<file path="config.mk">
export PLATFORM = sky130hd
export DESIGN_NAME = ascii_to_unsigned_parser_unit
export DESIGN_NICKNAME = d
export VERILOG_FILES = /design/src/sv/acp_pkg.sv /design/src/sv/acp_fifo.sv /design/src/sv/acp_front.sv /design/src/sv/acp_back.sv /design/src/sv/ascii_to_unsigned_parser_unit.sv
export SDC_FILE = /design/constraint.sdc
export NUM_CORES = 2
export LEC_CHECK = 0
export ABC_AREA = 1
export BUFFER_PORTS_ARGS = -buffer_cell sky130_fd_sc_hd__buf_4
export CAP_MARGIN = 30
export CORE_MARGIN = 2
export CORE_UTILIZATION = 30
export CTS_BUF_LIST = sky130_fd_sc_hd__clkbuf_4
export DETAILED_ROUTE_END_ITERATION = 10
export PLACE_DENSITY_LB_ADDON = 0.2
export SLEW_MARGIN = 10
export SYNTH_ARGS = -nofsm -noshare
export SYNTH_HDL_FRONTEND = slang
export SYNTH_SLANG_ARGS = --single-unit
export TNS_END_PERCENT = 10
</file>
<file path="constraint.sdc">
create_clock -name i_clk -period 9.3 [get_ports i_clk]
set_input_delay 1.86 -clock i_clk [delete_from_list [all_inputs] [get_ports i_clk]]
set_output_delay 1.86 -clock i_clk [all_outputs]
set_load 0.05 [all_outputs]
</file>
<file path="src/sv/acp_pkg.sv">
// Shared types and constants for the ASCII to unsigned parser.
package acp_pkg;

    localparam longint unsigned DEF_MAX_LEN     = 64'd65535;
    localparam int              DEF_QUEUE_DEPTH = 2;
    localparam int              DEF_RES_DEPTH   = 2;

    localparam logic [5:0] RADIX_RESET = 6'd10;
    localparam logic [5:0] BASE_HEX    = 6'd16;
    localparam logic [5:0] BASE_OCT    = 6'd8;
    localparam logic [5:0] BASE_DEC    = 6'd10;

    localparam logic [7:0] CH_NUL   = 8'h00;
    localparam logic [7:0] CH_TAB   = 8'h09;
    localparam logic [7:0] CH_CR    = 8'h0D;
    localparam logic [7:0] CH_SPACE = 8'h20;
    localparam logic [7:0] CH_PLUS  = 8'h2B;
    localparam logic [7:0] CH_MINUS = 8'h2D;
    localparam logic [7:0] CH_ZERO  = 8'h30;
    localparam logic [7:0] CH_NINE  = 8'h39;
    localparam logic [7:0] CH_UP_A  = 8'h41;
    localparam logic [7:0] CH_UP_X  = 8'h58;
    localparam logic [7:0] CH_UP_Z  = 8'h5A;
    localparam logic [7:0] CH_LO_A  = 8'h61;
    localparam logic [7:0] CH_LO_X  = 8'h78;
    localparam logic [7:0] CH_LO_Z  = 8'h7A;

    typedef enum logic [2:0] {
        PH_WS,
        PH_SIGNED,
        PH_ZERO,
        PH_HEXX,
        PH_DIGITS,
        PH_DONE
    } t_phase;

    // Classified character as it travels from front to back.
    typedef struct packed {
        logic       start;
        logic       nul;
        logic       space;
        logic       sign;
        logic       minus;
        logic       zero_ch;
        logic       x_ch;
        logic       dig_ok;
        logic [5:0] dig;
    } t_cls;

    typedef struct packed {
        logic [63:0] value;
        logic [15:0] end_offset;
        logic        overflow;
        logic        no_digits;
    } t_res;

endpackage

</file>
<file path="src/sv/acp_fifo.sv">
// Small first-in first-out queue of flip-flops with full and empty flags.
module acp_fifo #(
    parameter int WIDTH = 8,
    parameter int DEPTH = 2
) (
    input  logic             i_clk,
    input  logic             i_rst_n,
    input  logic             i_push,
    input  logic [WIDTH-1:0] i_data,
    output logic             o_full,
    input  logic             i_pop,
    output logic [WIDTH-1:0] o_data,
    output logic             o_empty
);
    localparam int PTR_W = (DEPTH > 1) ? $clog2(DEPTH) : 1;
    localparam int CNT_W = $clog2(DEPTH + 1);
    localparam logic [PTR_W-1:0] LAST = PTR_W'(DEPTH - 1);

    logic [WIDTH-1:0] r_mem [DEPTH];
    logic [PTR_W-1:0] r_wptr, n_wptr;
    logic [PTR_W-1:0] r_rptr, n_rptr;
    logic [CNT_W-1:0] r_count, n_count;
    logic             do_push, do_pop;

    assign o_full  = (r_count == CNT_W'(DEPTH));
    assign o_empty = (r_count == '0);
    assign o_data  = r_mem[r_rptr];
    assign do_push = i_push && !o_full;
    assign do_pop  = i_pop && !o_empty;

    always_comb begin
        n_wptr  = r_wptr;
        n_rptr  = r_rptr;
        n_count = r_count;
        if (do_push) begin
            n_wptr = (r_wptr == LAST) ? '0 : r_wptr + 1'b1;
        end
        if (do_pop) begin
            n_rptr = (r_rptr == LAST) ? '0 : r_rptr + 1'b1;
        end
        if (do_push && !do_pop) begin
            n_count = r_count + 1'b1;
        end else if (do_pop && !do_push) begin
            n_count = r_count - 1'b1;
        end
    end

    always_ff @(posedge i_clk) begin
        if (!i_rst_n) begin
            r_wptr  <= '0;
            r_rptr  <= '0;
            r_count <= '0;
        end else begin
            r_wptr  <= n_wptr;
            r_rptr  <= n_rptr;
            r_count <= n_count;
        end
    end

    always_ff @(posedge i_clk) begin
        if (do_push) begin
            r_mem[r_wptr] <= i_data;
        end
    end

endmodule

</file>
<file path="src/sv/acp_front.sv">
// Front end: accepts characters and classifies them for the parse engine.
module acp_front (
    input  logic          i_ch_push,
    input  logic [7:0]    i_ch,
    input  logic          i_start_of_string,
    input  logic          i_q_full,
    output logic          o_ch_full,
    output logic          o_q_push,
    output acp_pkg::t_cls o_cls
);
    import acp_pkg::*;

    assign o_ch_full = i_q_full;
    assign o_q_push  = i_ch_push && !i_q_full;

    always_comb begin
        o_cls         = '0;
        o_cls.start   = i_start_of_string;
        o_cls.nul     = (i_ch == CH_NUL);
        o_cls.space   = (i_ch == CH_SPACE) || ((i_ch >= CH_TAB) && (i_ch <= CH_CR));
        o_cls.sign    = (i_ch == CH_PLUS) || (i_ch == CH_MINUS);
        o_cls.minus   = (i_ch == CH_MINUS);
        o_cls.zero_ch = (i_ch == CH_ZERO);
        o_cls.x_ch    = (i_ch == CH_LO_X) || (i_ch == CH_UP_X);
        // Map digits and letters to their values, letters from ten up.
        if ((i_ch >= CH_ZERO) && (i_ch <= CH_NINE)) begin
            o_cls.dig_ok = 1'b1;
            o_cls.dig    = 6'(i_ch - CH_ZERO);
        end else if ((i_ch >= CH_UP_A) && (i_ch <= CH_UP_Z)) begin
            o_cls.dig_ok = 1'b1;
            o_cls.dig    = 6'(i_ch - CH_UP_A + 8'd10);
        end else if ((i_ch >= CH_LO_A) && (i_ch <= CH_LO_Z)) begin
            o_cls.dig_ok = 1'b1;
            o_cls.dig    = 6'(i_ch - CH_LO_A + 8'd10);
        end
    end

endmodule

</file>
<file path="src/sv/acp_back.sv">
// Parse engine: runs the prefix state machine and the multiply-add accumulator.
module acp_back #(
    parameter longint unsigned P_MAX_LEN = acp_pkg::DEF_MAX_LEN
) (
    input  logic          i_clk,
    input  logic          i_rst_n,
    input  logic [5:0]    i_radix,
    input  logic          i_q_empty,
    input  acp_pkg::t_cls i_cls,
    output logic          o_q_pop,
    input  logic          i_res_full,
    output logic          o_res_push,
    output acp_pkg::t_res o_res
);
    import acp_pkg::*;

    localparam int POS_W = $clog2(P_MAX_LEN + 64'd1);

    t_phase            r_phase, n_phase, ph_e;
    logic [63:0]       r_acc, n_acc, acc_e;
    logic              r_neg, n_neg, neg_e;
    logic [5:0]        r_base, n_base, base_e;
    logic [POS_W-1:0]  r_pos, n_pos, pos_e;
    logic              r_seen, n_seen, seen_e;

    logic              do_step;
    logic              emit;
    logic [5:0]        step_base;
    logic [69:0]       prod;
    logic [64:0]       sum;
    logic              stop;
    logic [63:0]       mag;

    assign o_q_pop = !i_q_empty && !i_res_full;

    always_comb begin
        // Start flag restarts the parse before the character is taken.
        ph_e   = i_cls.start ? PH_WS : r_phase;
        acc_e  = i_cls.start ? '0 : r_acc;
        neg_e  = i_cls.start ? 1'b0 : r_neg;
        base_e = i_cls.start ? '0 : r_base;
        pos_e  = i_cls.start ? '0 : r_pos;
        seen_e = i_cls.start ? 1'b0 : r_seen;

        n_phase   = ph_e;
        n_acc     = acc_e;
        n_neg     = neg_e;
        n_base    = base_e;
        n_seen    = seen_e;
        n_pos     = (pos_e < POS_W'(P_MAX_LEN)) ? pos_e + 1'b1 : pos_e;
        do_step   = 1'b0;
        step_base = base_e;
        emit      = 1'b0;
        o_res     = '0;

        case (ph_e)
            PH_WS, PH_SIGNED: begin
                if (ph_e == PH_WS && i_cls.space) begin
                    n_phase = PH_WS;
                end else if (ph_e == PH_WS && i_cls.sign) begin
                    n_base  = i_radix;
                    n_neg   = i_cls.minus;
                    n_phase = PH_SIGNED;
                end else begin
                    step_base = (ph_e == PH_WS) ? i_radix : base_e;
                    if (step_base == '0 && i_cls.zero_ch) begin
                        n_base  = step_base;
                        n_seen  = 1'b1;
                        n_acc   = '0;
                        n_phase = PH_ZERO;
                    end else begin
                        if (step_base == '0) begin
                            step_base = BASE_DEC;
                        end
                        n_base  = step_base;
                        n_phase = PH_DIGITS;
                        do_step = 1'b1;
                    end
                end
            end
            PH_ZERO: begin
                if (i_cls.x_ch) begin
                    n_base  = BASE_HEX;
                    n_phase = PH_HEXX;
                end else begin
                    step_base = BASE_OCT;
                    n_base    = BASE_OCT;
                    n_phase   = PH_DIGITS;
                    do_step   = 1'b1;
                end
            end
            PH_HEXX: begin
                if (!i_cls.nul && i_cls.dig_ok && (i_cls.dig < BASE_HEX)) begin
                    n_phase = PH_DIGITS;
                    do_step = 1'b1;
                end else begin
                    // Prefix without a hex digit: the parse ends at the x.
                    emit             = 1'b1;
                    o_res.end_offset = 16'((pos_e != '0) ? pos_e - 1'b1 : pos_e);
                end
            end
            PH_DIGITS: begin
                do_step = 1'b1;
            end
            PH_DONE: begin
                n_phase = PH_DONE;
            end
            default: begin
                n_phase = PH_DONE;
            end
        endcase

        prod = acc_e * step_base;
        sum  = {1'b0, prod[63:0]} + 65'(i_cls.dig);
        stop = i_cls.nul || (step_base == '0) || !i_cls.dig_ok || (i_cls.dig >= step_base);

        mag = acc_e;
        if (neg_e) begin
            if (acc_e[63]) begin
                mag = (acc_e[62:0] == '0) ? acc_e : '0;
            end else begin
                mag = '0 - acc_e;
            end
        end

        if (do_step) begin
            if (stop) begin
                emit = 1'b1;
                if (!seen_e) begin
                    o_res.no_digits = 1'b1;
                end else begin
                    o_res.value      = mag;
                    o_res.end_offset = 16'(pos_e);
                end
            end else if ((prod[69:64] != '0) || sum[64]) begin
                emit             = 1'b1;
                o_res.value      = '1;
                o_res.end_offset = 16'(pos_e);
                o_res.overflow   = 1'b1;
            end else begin
                n_acc  = sum[63:0];
                n_seen = 1'b1;
            end
        end

        if (emit) begin
            n_phase = PH_DONE;
        end
    end

    assign o_res_push = o_q_pop && emit;

    always_ff @(posedge i_clk) begin
        if (!i_rst_n) begin
            r_phase <= PH_WS;
            r_acc   <= '0;
            r_neg   <= 1'b0;
            r_base  <= '0;
            r_pos   <= '0;
            r_seen  <= 1'b0;
        end else if (o_q_pop) begin
            r_phase <= n_phase;
            r_acc   <= n_acc;
            r_neg   <= n_neg;
            r_base  <= n_base;
            r_pos   <= n_pos;
            r_seen  <= n_seen;
        end
    end

endmodule

</file>
<file path="src/sv/ascii_to_unsigned_parser_unit.sv">
// Top level of the ASCII to unsigned 64-bit parser: front, queues and parse engine.
//
//  channel   handshake                 payload
//  --------  ------------------------  ----------------------------------------------
//  char in   push / full               i_ch[7:0], i_start_of_string
//  result    empty / pop               o_value[63:0], o_end_offset[15:0],
//                                      o_overflow, o_no_digits
//  config    i_cfg_valid / o_cfg_ready i_cfg_radix[5:0]
//
//  One character per cycle sustained while the result queue has room; the engine's
//  64x6 multiply-add with its overflow test on the accumulator sets that figure. A
//  result enters the result queue at the same edge its character leaves the character
//  queue, so empty drops only once the character has passed both queues' registers.
//  Reset (synchronous, i_rst_n low) empties both queues, sets radix to 10 and
//  puts the engine in whitespace skip. A stalled result side fills the result
//  queue, which stops the engine, which in turn fills the character queue and
//  raises full.
module ascii_to_unsigned_parser_unit #(
    parameter longint unsigned P_MAX_LEN     = acp_pkg::DEF_MAX_LEN,
    parameter int              P_QUEUE_DEPTH = acp_pkg::DEF_QUEUE_DEPTH,
    parameter int              P_RES_DEPTH   = acp_pkg::DEF_RES_DEPTH
) (
    input  logic        i_clk,
    input  logic        i_rst_n,
    // Character transactions
    input  logic        push,
    output logic        full,
    input  logic [7:0]  i_ch,
    input  logic        i_start_of_string,
    // Result transactions
    output logic        empty,
    input  logic        pop,
    output logic [63:0] o_value,
    output logic [15:0] o_end_offset,
    output logic        o_overflow,
    output logic        o_no_digits,
    // Configuration transactions
    input  logic        i_cfg_valid,
    output logic        o_cfg_ready,
    input  logic [5:0]  i_cfg_radix
);
    import acp_pkg::*;

    localparam int CLS_W = $bits(t_cls);
    localparam int RES_W = $bits(t_res);

    logic [5:0] r_radix;
    t_cls       cls_in, cls_out;
    logic       q_push, q_full, q_empty, q_pop;
    t_res       res_in, res_out;
    logic       res_push, res_full;

    // Radix register; writes are always taken.
    assign o_cfg_ready = 1'b1;

    always_ff @(posedge i_clk) begin
        if (!i_rst_n) begin
            r_radix <= RADIX_RESET;
        end else if (i_cfg_valid && o_cfg_ready) begin
            r_radix <= i_cfg_radix;
        end
    end

    // Classify each character as it is accepted.
    acp_front u_front (
        .i_ch_push         (push),
        .i_ch              (i_ch),
        .i_start_of_string (i_start_of_string),
        .i_q_full          (q_full),
        .o_ch_full         (full),
        .o_q_push          (q_push),
        .o_cls             (cls_in)
    );

    // Decouple the front from the engine.
    acp_fifo #(
        .WIDTH (CLS_W),
        .DEPTH (P_QUEUE_DEPTH)
    ) u_char_q (
        .i_clk   (i_clk),
        .i_rst_n (i_rst_n),
        .i_push  (q_push),
        .i_data  (cls_in),
        .o_full  (q_full),
        .i_pop   (q_pop),
        .o_data  (cls_out),
        .o_empty (q_empty)
    );

    // Run the parse; advance only while the result queue has room.
    acp_back #(
        .P_MAX_LEN (P_MAX_LEN)
    ) u_back (
        .i_clk      (i_clk),
        .i_rst_n    (i_rst_n),
        .i_radix    (r_radix),
        .i_q_empty  (q_empty),
        .i_cls      (cls_out),
        .o_q_pop    (q_pop),
        .i_res_full (res_full),
        .o_res_push (res_push),
        .o_res      (res_in)
    );

    // Hold finished results until the consumer pops them.
    acp_fifo #(
        .WIDTH (RES_W),
        .DEPTH (P_RES_DEPTH)
    ) u_res_q (
        .i_clk   (i_clk),
        .i_rst_n (i_rst_n),
        .i_push  (res_push),
        .i_data  (res_in),
        .o_full  (res_full),
        .i_pop   (pop),
        .o_data  (res_out),
        .o_empty (empty)
    );

    assign o_value      = res_out.value;
    assign o_end_offset = res_out.end_offset;
    assign o_overflow   = res_out.overflow;
    assign o_no_digits  = res_out.no_digits;

endmodule
</file>
==> impl_metrics.toml <==
[outcome]
outcome = "finished clean"

[run]
drv_cap = 0

[layout]
synthToLayoutAreaGrowth_pct = 12.12
layout.nets = 5759
nFillCells = 12532
final_cell_area_um2 = 38600
drive_gt1_share_pct = 9.515

[sta]
slew_violations = 0
fin_skew_ns = 0.07804
rsz0062_at_grt = "no"
fin_setup_tns_ns = 0
finalHoldViolCount = 0
timing.final.crit_share_pct = 93.23
maxClockFrequency_mhz = 115.3
setup_viol = 0
relSlewSlack_pct = 32.31
period_needed_ns = 8.671
tightest_slew_ns = 1.015

[yosys]
synth.most_common_cell = "nand2_1"
ys_warn_count = 0
synth_top_cell_area_share_pct = 16.75
synthAdderAreaFrac_pct = 18.35
synthFlopType = "edfxtp_1"
ys_types = 59
syn_nets = 5622
synth_mux_area_share_pct = 2.711
synth-edff-count = 192
synthSimpleGateAreaFrac_pct = 32.66
synthCells = 5247
synth_top_family_by_area = "simple AND/OR/NAND/NOR gates"
yosysTopAreaCell = "edfxtp_1"
synth_top_cells_by_count = "nand2_1, inv_1, nor2_1, nand3_1, a21oi_1"
synth-xor-area-share_pct = 1.933
async_reset_ff_share_pct = 0
syn_area_um2 = 34430
synth_area_leaders = "edfxtp_1, nand2_1, fa_1, inv_1, nor2_1"
ys_seq_elements = 299
postSynthAreaPerCell_um2 = 6.562
synth_compound_area_share_pct = 7.726
ys_seq_area_share_pct = 22.97

[clock_network]
cts_tree = "done"
cts_max_level = 3
clockBufferDepth = 3
clock_sinks = 299
cts-root-buf = "clkbuf_4"
clkTransAtPathRegs_ns = 0.07
numCtsBuffers = 78
insertion_delay_ns = 0.87
cts_hold_buf = 0

[routing]
ant_nets = 0
wl_um = 134900
num_vias = 34141
dr.pass1.iters = 6
drc = 0
drt_iter0_markers = 2861
viasPerCell = 4.905
wl_per_cell_um = 19.38

[floorplan]
rows = 124
core_area_um2 = 114000
die_h_um = 342.8
die_w_um = 342.8
num_io_pins = 105
fp.dieArea_um2 = 117500
start_util_pct = 30.19

[global_routing]
grt_start_max_net_pins = 72
track_usage_pct = 22.87
antenna_found_initial = 6
grt_overflow = 0
grt_pass1_wl_um = 205200
grt_pass1_vias = 33250

[critical_path]
path_depth = 36
r2r_slack_ns = 0.63
worstPathRequired_ns = 9.80
startpoint_type = "flip-flop"
r2r-end = "u_res_q.r_mem[0][50]"
crit_slowest_cell = "fa_1"
path_class = "reg2reg"
worst-endpoint-arrival_ns = 9.17
reg2reg_depth = 36
cpMostUsedCell = "nand2_1"
worstSetupEndpointType = "flip-flop"
max_stage_delay_ns = 0.56
critPathTopFamily = "simple AND/OR/NAND/NOR gates"
critPathMaxFanout = 46
cp.buffers_inverters = 6
crit_path_end = "u_res_q.r_mem[0][50]"

[worst_hold_path]
min_path_type = "reg2reg"

[pwr]
leakagePower_uw = 0.01893
vdd_drop_max_mv = 0.2431
powerDensity_nw_per_um2 = 337.5

[placement]
hpwl_um = 108400
place.port_buffers = 103
placed_area_um2 = 37430
place_congestion = 0.9712
==> registers in the layout, indices dropped and copies added, names as in the netlist, 2 cells and up, named ones only <==
register	cells
u_res_q.r_mem	164
u_back.r_acc	64
u_char_q.r_mem	28
u_back.r_pos	16
r_radix	6
u_back.r_base	6
u_back.r_phase	3
u_char_q.r_count	2
u_res_q.r_count	2
==> where the power goes <==
part / switching (uW) / internal [uW] / total, uW
combinational: 6990 / 2690 / 9680
sequential: 139 / 1940 / 2070
clock: 596 / 676 / 1270
==> worst min path at each step <==
| stage | from | end | cells past startpoint |
|---|---|---|---|
| floorplan | u_char_q.r_rptr | flip-flop | 1 |
| global placement | u_char_q.r_rptr | u_char_q.r_rptr | 1 |
| detailed placement | u_char_q.r_rptr | u_char_q.r_rptr | 1 |
| CTS | u_char_q.r_rptr | u_char_q.r_rptr | 1 |
| global route | u_char_q.r_rptr | u_char_q.r_rptr | 1 |
| finish | u_char_q.r_rptr | u_char_q.r_rptr | 1 |
==> worst reg2reg max path, delay by kind of cell, from the launching register on <==
family | cells | cell delay [ns]
compound gates | 2 | 0.48
fa+ha+maj | 4 | 2.00
simple gates | 24 | 4.37
buf+inv | 6 | 1.11
flops | 1 | 0.35
==> metrics by stage <==
stage	cells	hold slack [ns]	power, uW	setup slack [ns]	utilization, %
2_1_floorplan	5247	0.4257	8149	0.4600	-
3_3_place_gp	6812	0.4364	11610	0.3770	32.80
3_5_place_dp	6813	0.4424	11610	0.3253	32.82
4_1_cts	6953	0.4534	12960	0.2335	33.77
5_1_grt	6958	0.4812	13970	0.02862	33.85
6_report	6960	0.4486	13030	0.6292	33.85
==> metal layers <==
layer	wire [um]	GRT usage, %	part of all wire, %
met1	62300	32.74	46
met2	58900	35.44	44
met3	9257	2.781	6.9
met4	4415	7.840	3.3
met5	38	0	0.028
==> kinds of logic (layout without fill, tap and decap cells) <==
| family | after synthesis | in the layout |
|---|---|---|
| AOI/OAI and AO/OA | 491 | 491 |
| muxes | 83 | 83 |
| DFF | 299 | 299 |
| buffers and inverters | 1221 | 1418 |
| xor gates and xnor gates | 76 | 76 |
| adders and majority gates | 355 | 355 |
| and+or+nand+nor | 2721 | 2721 |
| other | 1 | 5 |
==> layout by cell type (no fill, tap or decap), types with 82 or more instances in the layout <==
cell type,count
nand2_1,1338
inv_1,1044
nor2_1,804
nand3_1,339
a21oi_1,266
fa_1,250
buf_4,199
edfxtp_1,192
o21ai_0,139
clkbuf_4,114
dfxtp_1,106
ha_1,104
mux2_2,82
==> layout make-up <==
type                    count  area (um2)  share of cell area [%]
multi-input cells        3727       21940                   56.85
flip-flops and latches    299        7911                   20.49
inverters                1065        3999                   10.36
well taps                1512        1892                   4.901
repair buffers            213        1773                   4.593
clock buffers             114       855.8                   2.217
clock inverters            26       217.7                  0.5640
diodes                      4       10.01                 0.02593
==> timing repair <==
action,CTS,global route
gates resized for setup,0,19
setup buffers,0,3
setup endpoints to repair,0,238
Note: power is estimated with default switching activity, not from simulation.
